===== src/rtl/dcma_pkg.sv =====
package dcma_pkg;

	localparam int SAMPLE_W = 12;
	localparam int MEAN_W = 12;
	localparam int OP_W = 3;
	localparam int DEFAULT_WINDOW_LEN = 16;

	localparam logic [OP_W-1:0] OP_VSAMPLE = 3'd0;
	localparam logic [OP_W-1:0] OP_ISAMPLE = 3'd1;
	localparam logic [OP_W-1:0] OP_VPREFILL = 3'd2;
	localparam logic [OP_W-1:0] OP_ENABLE = 3'd3;
	localparam logic [OP_W-1:0] OP_DISABLE = 3'd4;

	typedef struct packed {
		logic [OP_W-1:0] op;
		logic [SAMPLE_W-1:0] sample;
	} dcma_in_t;

	typedef struct packed {
		logic [MEAN_W-1:0] voltage_mean;
		logic [MEAN_W-1:0] current_mean;
		logic load_enabled;
	} dcma_out_t;

	typedef struct packed {
		logic shift;
		logic [SAMPLE_W-1:0] data;
	} dcma_lane_ctl_t;

endpackage


===== src/rtl/dcma_cell.sv =====
module dcma_cell
	import dcma_pkg::*;
(
	input logic clk,
	input logic arst_n,
	input logic shift,
	input logic [SAMPLE_W-1:0] d,
	output logic [SAMPLE_W-1:0] q
);

	logic [SAMPLE_W-1:0] val_q;

	always_ff @(posedge clk or negedge arst_n) begin
		if (!arst_n) begin
			val_q <= '0;
		end else if (shift) begin
			val_q <= d;
		end
	end

	assign q = val_q;

endmodule


===== src/rtl/dcma_lane.sv =====
module dcma_lane
	import dcma_pkg::*;
#(
	parameter int WINDOW_LEN = DEFAULT_WINDOW_LEN
) (
	input logic clk,
	input logic arst_n,
	input dcma_lane_ctl_t ctl,
	output logic [SAMPLE_W+$clog2(WINDOW_LEN)-1:0] sum
);

	localparam int SW = SAMPLE_W + $clog2(WINDOW_LEN);

	logic [SAMPLE_W-1:0] tap [WINDOW_LEN];
	logic [SW-1:0] sum_q;

	for (genvar i = 0; i < WINDOW_LEN; i++) begin : g_cell
		logic [SAMPLE_W-1:0] cell_d;
		if (i == 0) begin : g_head
			assign cell_d = ctl.data;
		end else begin : g_body
			assign cell_d = tap[i-1];
		end
		dcma_cell u_cell (
			.clk(clk),
			.arst_n(arst_n),
			.shift(ctl.shift),
			.d(cell_d),
			.q(tap[i])
		);
	end

	// The oldest sample leaves the far end of the chain as the new one enters.
	always_ff @(posedge clk or negedge arst_n) begin
		if (!arst_n) begin
			sum_q <= '0;
		end else if (ctl.shift) begin
			sum_q <= sum_q - SW'(tap[WINDOW_LEN-1]) + SW'(ctl.data);
		end
	end

	assign sum = sum_q;

endmodule


===== src/rtl/dcma_div.sv =====
module dcma_div
	import dcma_pkg::*;
#(
	parameter int WINDOW_LEN = DEFAULT_WINDOW_LEN
) (
	input logic clk,
	input logic arst_n,
	input logic start,
	input logic [SAMPLE_W+$clog2(WINDOW_LEN)-1:0] dividend,
	output logic done,
	output logic [MEAN_W-1:0] quotient
);

	localparam int LW = $clog2(WINDOW_LEN);
	localparam int SW = SAMPLE_W + LW;
	localparam int SH = SW + LW;
	localparam int MW = SW + 2;
	localparam longint unsigned RECIP =
		((64'd1 << SH) + 64'(WINDOW_LEN) - 64'd1) / 64'(WINDOW_LEN);

	logic [MW-1:0] recip;
	logic [SW+MW-1:0] product;
	logic [MEAN_W-1:0] quo_q;
	logic done_q;

	// The reciprocal is rounded up with SH fraction bits, which makes the
	// truncated quotient exact for every dividend of SW bits.
	assign recip = MW'(RECIP);
	assign product = {{MW{1'b0}}, dividend} * {{SW{1'b0}}, recip};

	always_ff @(posedge clk or negedge arst_n) begin
		if (!arst_n) begin
			done_q <= 1'b0;
		end else begin
			done_q <= start;
		end
	end

	always_ff @(posedge clk) begin
		if (start) begin
			quo_q <= product[SH +: MEAN_W];
		end
	end

	assign done = done_q;
	assign quotient = quo_q;

endmodule


===== src/rtl/dual_channel_moving_average_unit.sv =====
// Dual boxcar averager for a voltage and a current reading.
// Input channel: item, item_valid, item_stall. Each beat carries an action
// code and a 12-bit sample. Output channel: result, result_valid,
// result_stall. Every input beat yields exactly one result beat holding both
// means and the load-enable flag as they stand after the action.
// Each channel keeps its window in a chain of sample cells that shift by one
// per cycle while enabled, plus a running sum. A sample action shifts once,
// a current sample only while the load is enabled; a prefill, enable or
// disable shifts the fill value in WINDOW_LEN times. The means then come
// from a multiplication by the reciprocal of the window length, registered
// once. After acceptance the unit runs the shifts, starts both dividers and
// loads the result register when both report done. The next beat is
// accepted once the unit is back in idle.
// One item is worked on at a time; item_stall is high from acceptance until
// the result register is loaded. Under result_stall the result holds and a
// finished second item waits until the register frees.
// Reset clears both windows, both sums and the flag, not the result register.
module dual_channel_moving_average_unit
	import dcma_pkg::*;
#(
	parameter int WINDOW_LEN = DEFAULT_WINDOW_LEN
) (
	input logic clk,
	input logic arst_n,
	input logic item_valid,
	output logic item_stall,
	input dcma_in_t item,
	output logic result_valid,
	input logic result_stall,
	output dcma_out_t result
);

	localparam int SW = SAMPLE_W + $clog2(WINDOW_LEN);
	localparam int CW = $clog2(WINDOW_LEN);

	localparam logic [2:0] ST_IDLE = 3'd0;
	localparam logic [2:0] ST_RUN = 3'd1;
	localparam logic [2:0] ST_START = 3'd2;
	localparam logic [2:0] ST_DIV = 3'd3;
	localparam logic [2:0] ST_HOLD = 3'd4;

	logic [2:0] state_q;
	logic [CW-1:0] cnt_q;
	logic on_q;
	logic v_act_q, v_fill_q, c_act_q, c_fill_q;
	logic [SAMPLE_W-1:0] v_data_q, c_data_q;
	logic v_act_d, v_fill_d, c_act_d, c_fill_d, on_d;
	logic [SAMPLE_W-1:0] c_data_d;
	logic accept;
	logic run;
	logic out_free;
	logic div_start;
	logic div_done;
	logic load_result;
	logic v_done, c_done;
	logic [SW-1:0] v_sum, c_sum;
	logic [MEAN_W-1:0] v_quo, c_quo;
	dcma_lane_ctl_t v_ctl, c_ctl;
	dcma_out_t result_q;
	logic result_valid_q;

	assign item_stall = (state_q != ST_IDLE);
	assign accept = item_valid && !item_stall;
	assign run = (state_q == ST_RUN);
	assign out_free = !result_valid_q || !result_stall;
	assign div_start = (state_q == ST_START);
	assign div_done = v_done && c_done;
	assign load_result = ((state_q == ST_DIV && div_done) || state_q == ST_HOLD) && out_free;

	always_comb begin
		v_act_d = 1'b0;
		v_fill_d = 1'b0;
		c_act_d = 1'b0;
		c_fill_d = 1'b0;
		c_data_d = item.sample;
		on_d = on_q;
		case (item.op)
			OP_VSAMPLE: begin
				v_act_d = 1'b1;
			end
			OP_ISAMPLE: begin
				c_act_d = on_q;
			end
			OP_VPREFILL: begin
				v_act_d = 1'b1;
				v_fill_d = 1'b1;
			end
			OP_ENABLE: begin
				c_act_d = 1'b1;
				c_fill_d = 1'b1;
				on_d = 1'b1;
			end
			OP_DISABLE: begin
				c_act_d = 1'b1;
				c_fill_d = 1'b1;
				c_data_d = '0;
				on_d = 1'b0;
			end
			default: begin
			end
		endcase
	end

	always_ff @(posedge clk or negedge arst_n) begin
		if (!arst_n) begin
			state_q <= ST_IDLE;
			cnt_q <= '0;
			on_q <= 1'b0;
			v_act_q <= 1'b0;
			v_fill_q <= 1'b0;
			c_act_q <= 1'b0;
			c_fill_q <= 1'b0;
			result_valid_q <= 1'b0;
		end else begin
			if (load_result) begin
				result_valid_q <= 1'b1;
			end else if (result_valid_q && !result_stall) begin
				result_valid_q <= 1'b0;
			end
			case (state_q)
				ST_IDLE: begin
					if (accept) begin
						v_act_q <= v_act_d;
						v_fill_q <= v_fill_d;
						c_act_q <= c_act_d;
						c_fill_q <= c_fill_d;
						on_q <= on_d;
						cnt_q <= '0;
						state_q <= ST_RUN;
					end
				end
				ST_RUN: begin
					if (!(v_fill_q || c_fill_q) || cnt_q == CW'(WINDOW_LEN - 1)) begin
						cnt_q <= '0;
						state_q <= ST_START;
					end else begin
						cnt_q <= cnt_q + 1'b1;
					end
				end
				ST_START: begin
					state_q <= ST_DIV;
				end
				ST_DIV: begin
					if (div_done) begin
						if (out_free) begin
							state_q <= ST_IDLE;
						end else begin
							state_q <= ST_HOLD;
						end
					end
				end
				ST_HOLD: begin
					if (out_free) begin
						state_q <= ST_IDLE;
					end
				end
				default: begin
					state_q <= ST_IDLE;
				end
			endcase
		end
	end

	always_ff @(posedge clk) begin
		if (accept) begin
			v_data_q <= item.sample;
			c_data_q <= c_data_d;
		end
		if (load_result) begin
			result_q.voltage_mean <= v_quo;
			result_q.current_mean <= c_quo;
			result_q.load_enabled <= on_q;
		end
	end

	always_comb begin
		v_ctl.shift = run && v_act_q && (v_fill_q || cnt_q == '0);
		v_ctl.data = v_data_q;
		c_ctl.shift = run && c_act_q && (c_fill_q || cnt_q == '0);
		c_ctl.data = c_data_q;
	end

	dcma_lane #(.WINDOW_LEN(WINDOW_LEN)) u_vlane (
		.clk(clk),
		.arst_n(arst_n),
		.ctl(v_ctl),
		.sum(v_sum)
	);

	dcma_lane #(.WINDOW_LEN(WINDOW_LEN)) u_clane (
		.clk(clk),
		.arst_n(arst_n),
		.ctl(c_ctl),
		.sum(c_sum)
	);

	dcma_div #(.WINDOW_LEN(WINDOW_LEN)) u_vdiv (
		.clk(clk),
		.arst_n(arst_n),
		.start(div_start),
		.dividend(v_sum),
		.done(v_done),
		.quotient(v_quo)
	);

	dcma_div #(.WINDOW_LEN(WINDOW_LEN)) u_cdiv (
		.clk(clk),
		.arst_n(arst_n),
		.start(div_start),
		.dividend(c_sum),
		.done(c_done),
		.quotient(c_quo)
	);

	assign result_valid = result_valid_q;
	assign result = result_q;

endmodule


===== config.mk =====
export PLATFORM = sky130hd
export DESIGN_NAME = dual_channel_moving_average_unit
export DESIGN_NICKNAME = d
export VERILOG_FILES = /design/src/rtl/dcma_pkg.sv /design/src/rtl/dcma_cell.sv /design/src/rtl/dcma_lane.sv /design/src/rtl/dcma_div.sv /design/src/rtl/dual_channel_moving_average_unit.sv
export SDC_FILE = /design/constraint.sdc
export NUM_CORES = 1
export LEC_CHECK = 0
export ABC_AREA = 1
export BUFFER_PORTS_ARGS = -buffer_cell sky130_fd_sc_hd__buf_2
export CORE_MARGIN = 2
export CORE_UTILIZATION = 50
export CTS_CLUSTER_DIAMETER = 100
export CTS_CLUSTER_SIZE = 14
export DETAILED_ROUTE_END_ITERATION = 12
export HOLD_SLACK_MARGIN = 0.03
export PLACE_DENSITY = 0.7
export SKIP_CTS_REPAIR_TIMING = 1
export SLEW_MARGIN = 20
export SYNTH_ARGS = -nofsm -noshare
export SYNTH_HDL_FRONTEND = slang
export SYNTH_HIERARCHICAL = 1
export SYNTH_SLANG_ARGS = --single-unit

===== constraint.sdc =====
create_clock -name clk -period 7.88 [get_ports clk]
set_clock_uncertainty 0.05 [all_clocks]
set_input_delay 0.788 -clock clk [delete_from_list [all_inputs] [get_ports clk]]
set_output_delay 0.788 -clock clk [all_outputs]
set_load 0.05 [all_outputs]

# Yosys cells after proc, flatten, opt, wreduce, memory -nomap -nowiden
# Index checks and enable logic that the tools add are counted.
# classes
addsub	5
multipliers	0
div_mod_pow	0
order_cmp	0
eq_ne	13
shift	0
muxes	16
bitwise	0
n_reduce_logical	31
# op_table
op	n
adder 16 x 12 -> 16 bit	2
subtractor 16 x 12 -> 16 bit	2
two-way mux 3 bit	5
one-hot mux 3 bit (5 select lines)	1
equality test 3 x 2 -> 1 bit, second input constant	4
logical AND 1 bit	8
two-way mux 4 bit	2
one-hot mux 4 bit (2 select lines)	1
equality test 3 x 1 -> 1 bit, second input constant	2
equality test 3 bit, second input constant	2
zero test 3 bit	2
logical OR 1 bit	6
nonzero test 2 bit	3
two-way mux 1 bit	5
adder 4 x 1 -> 4 bit, second input constant	1
equality test 4 bit, second input constant	1
zero test 1 bit	4
zero test 4 bit	1
inequality test 2 x 1 -> 1 bit, second input constant	2
inequality test 2 bit, second input constant	2
one-hot mux 1 bit (2 select lines)	2
AND reduction 2 bit	2
AND reduction 4 bit	1
OR reduction 2 bit	2
other kinds (2)	2
# word_totals
regBits	503
latchBits	0
mem_bits_rw	0
romBits	0
input_bits	19
out_inout_bits	27
elab_cells	115
mem_count	0

# Logic depth before layout (Yosys ltp)
# logic_depth
depth_word	5
ltp_mapped	14
mapped_depth_nobuf	14

# Cells and area by module
# Netlist, hierarchy kept.
# by_module_without_submodules
mod	instances	cells_each	area_each_um2	seq_area_each_um2
dcma_cell	32	51	457.9	300.3
dual_channel_moving_average_unit	1	171	2306.0	1796.7
dcma_lane (u_vlane)	1	301	1944.4	400.4
dcma_lane (u_clane)	1	299	1916.8	400.4
dcma_div	2	13	385.4	385.4

# Worst setup path after synthesis
# Ideal clock, no wire load.
# synth_path
path_type	reg2reg
from	register state_q[1]
to	register u_vlane.sum_q[3] (netlist: u_vlane/sum[3])
setup_ns	0.082
arrival_ns	5.882
t_required_ns	7.748
path_slack_ns	1.866
stages_incl_launch_ff	7
n_path_buf	1
synth_period_minus_slack_ns	6.014
cell_sequence	dfrtp_1 inv_1 nand3_2 a211oi_1 buf_2 nand2_1 o22ai_1
# synth_rtl
element	line	text
from (decl)	dual_channel_moving_average_unit.sv:42	logic [2:0] state_q;
from (signal assigned)	dual_channel_moving_average_unit.sv:106	state_q <= ST_IDLE;
from (signal assigned)	dual_channel_moving_average_unit.sv:129	state_q <= ST_RUN;
from (signal assigned)	dual_channel_moving_average_unit.sv:135	state_q <= ST_START;
to (signal assigned)	dcma_lane.sv:38	sum_q <= sum_q - SW'(tap[WINDOW_LEN-1]) + SW'(ctl.data);
to (decl)	dcma_lane.sv:15	logic [SW-1:0] sum_q;

==> results.py <==
metrics = {
    "grt": {
        "grtUsageMet1": 0.256,
        "grt_remaining_overflow": 0,
        "grt_pass1_vias": 14300,
        "antenna_found_initial": 1,
        "grt_pass1_wl_um": 67500,
        "grt_busiest_layer": "met2",
        "grtUsageMet2": 0.294,
        "grt_start_max_net_pins": 231,
        "grt_usage": 0.182,
        "use_met3": 0.0243,
    },
    "route": {
        "drc": 0,
        "post_drt_wl_per_cell_um": 12.7,
        "detail-route-antenna-nets": 0,
        "firstDrtPassIters": 5,
        "routed-via-count": 14500,
        "drt_iter0_markers": 1212,
        "wl_um": 38600,
        "avgViaCountPerCell": 4.76,
    },
    "setup_path": {
        "crit_path_end_kind": "flip-flop",
        "crit_path_start_kind": "flip-flop",
        "criticalPathCategory": "reg -> reg",
        "cp.arrival_ns": 3.44,
        "path_max_fanout": 63,
        "critPathRequiredTime_ns": 8.26,
    },
    "logic_synthesis": {
        "synth_top_area_cell": "dfrtp_1",
        "syn-instance-count": 2429,
        "yosysSeqAreaShare": 0.601,
        "syn_area_um2": 21600,
        "ys_warn_count": 6,
        "async_reset_ff_frac": 0.855,
        "ys_ff_latch": 504,
        "ys.flop_type": "dfrtp_1",
        "synth_cell_types": 34,
        "synth_top_area_share": 0.500,
        "synthTopCellsByCount": "1365 x nand2_1, 431 x dfrtp_1, 205 x inv_1, 73 x edfxtp_1",
        "synth.most_common_cell": "nand2_1",
        "synth.area.top_cells": "dfrtp_1 50%, nand2_1 24%, edfxtp_1 10%",
        "synth_edf_count": 73,
        "avgSynthCellArea_um2": 8.89,
        "syn_nets": 2506,
    },
    "sta": {
        "setup_tns_ns": 0,
        "fmax_mhz": 326,
        "hold_viol": 0,
        "drv_slew": 0,
        "rsz0062_at_grt": "no",
        "worst_slew_pin_slew_ns": 1.03,
        "slew-limit-headroom": 0.313,
        "layout_setup_ws_ns": 4.82,
        "finalSetupViolCount": 0,
        "post-route-period-util": 0.389,
        "min_period_ns": 3.06,
    },
    "clocking": {
        "numCtsBuffers": 41,
        "cts_sinks": 504,
        "clock-root-buffer": "clkbuf_16",
        "path_clk_slew_ns": 0.07,
        "cts_max_level": 2,
        "clk-insertion-delay-late_ns": 0.55,
        "cts_buffer_depth": 3,
        "cts_tree": "yes",
    },
    "floorplanning": {
        "core_um2": 42900,
        "die_h_um": 212,
        "fp.dieW_um": 212,
        "rows": 76,
        "num_io_pins": 46,
        "initial_core_util": 0.503,
        "die_area_um2": 44900,
    },
    "run_status": {
        "status": "completed",
    },
    "place": {
        "pre_cts_slack_ns": 4.83,
        "dp_hpwl_um": 25600,
        "routabilityCongestion": 0.901,
        "port_buffers": 45,
        "dpl_cell_area_um2": 22100,
    },
    "power_and_ir_drop": {
        "power_density_nw_per_um2": 328,
        "p_leak_nw": 12.9,
        "ir_drop_mv": 0.171,
    },
    "cells_and_area": {
        "stdcell_area_um2": 23200,
        "layout-drive-gt1-share": 0.0665,
        "syn_to_final_growth_pct": 7.38,
        "diodes": 0,
        "layout.nets": 2532,
    },
    "worst_hold_path": {
        "hold_class": "in -> async",
    },
    "flow_run": {
        "max_cap_viol_count": 0,
    },
}
cell type report:
type	count	area, µm²
fillers	3825	19700
flip-flops and latches	504	13000
multi-input cells	1613	7100
clock buffers	53	1110
inverters	241	907
well taps	585	732
repair buffers	54	348
clock inverters	1	8.76
registers in the layout (all words and copies together) (netlist names):
signal,count
u_vdiv/done,1
u_vlane/g_cell.u_cell/q,192
c_fill_q,1
u_cdiv/quotient,12
c_act_q,1
v_act_q,1
result_valid,1
u_vdiv/quotient,12
on_q,1
u_cdiv/done,1
result,25
u_clane/g_cell.u_cell/q,192
cnt_q,4
v_data_q,12
v_fill_q,1
u_clane/sum,16
c_data_q,12
state_q,3
u_vlane/sum,16
path summary, 6_finish.rpt:
kind | start | end | slack [ns] | cells past startpoint
max reg2reg | cnt_q[0]$_DFFE_PN0P_ | u_vlane/g_cell[5].u_cell/q[11]$_DFFE_PN0P_ | 4.82 | 8
max | cnt_q[0]$_DFFE_PN0P_ | u_vlane/g_cell[5].u_cell/q[11]$_DFFE_PN0P_ | 4.82 | 8
min in group clk | u_cdiv/quotient[2]$_DFFE_PP_ | result[3]$_DFFE_PP_ | 0.37 | 0
max in group asynchronous | arst_n | u_vlane/g_cell[7].u_cell/q[4]$_DFFE_PN0P_ | 6.17 | 2
min reg2reg | u_cdiv/quotient[2]$_DFFE_PP_ | result[3]$_DFFE_PP_ | 0.37 | 0
min | arst_n | u_clane/sum[15]$_DFFE_PN0P_ | 0.23 | 1
cells in the final DEF (no fill, tap or decap), types with 3 or more instances in the layout:
cell type,n
dfrtp_1,431
nor3_1,4
or2_1,6
o21ai_2,3
inv_1,205
nand3_1,46
nand2_2,6
nand3b_1,5
fa_1,24
ha_1,34
nor2_1,45
nand2_1,1365
nor2_2,4
clkbuf_16,43
nand3_2,8
buf_12,3
o21ai_0,19
inv_2,35
edfxtp_1,73
o22ai_1,7
xor2_1,3
clkbuf_1,10
a21oi_1,17
buf_4,4
buf_2,44
nand4_1,4
stage by stage:
step | total power, W | hold slack, ns | std cells | util
2_1_floorplan | 0.00536 | 0.350 | 2429 | -
3_3_place_gp | 0.00573 | 0.353 | 2997 | 0.514
3_5_place_dp | 0.00582 | 0.355 | 2997 | 0.514
4_1_cts | 0.00769 | 0.297 | 3051 | 0.540
5_1_grt | 0.00821 | 0.348 | 3051 | 0.541
6_report | 0.00761 | 0.225 | 3051 | 0.541
critical path: stages (launching register included):
cell	delay (ns)
dfrtp_1	0.40
inv_1	0.11
ha_1	0.16
nand3_1	0.19
a211oi_4	0.92
buf_4	0.64
inv_2	0.23
nand2_1	0.13
nand2_1	0.07
per-layer routing:
layer | part of all wire | up-vias
met4 | 0.024 | 2
li1 | - | 7347
met5 | 0.00034 | -
met3 | 0.040 | 69
met2 | 0.47 | 244
met1 | 0.47 | 6870
kinds of logic after synthesis:
logic type,count (synthesis),share of synthesized area
adder cells (fa/ha/maj),58,0.0420
AO/OA/AOI/OAI,53,0.0140
AND/OR/NAND/NOR,1498,0.270
buffers and inverters,312,0.0716
XOR/XNOR,4,0.00162
flip-flops,504,0.601
report_power, final:
| part | internal (W) | switching, W | leakage (nW) |
|---|---|---|---|
| clock | 0.000980 | 0.000850 | 0.546 |
| sequential | 0.00316 | 0.000287 | 6.56 |
| combinational | 0.000746 | 0.00158 | 5.77 |
| total | 0.00489 | 0.00272 | 12.9 |
Note: power is estimated with default switching activity, not from simulation.
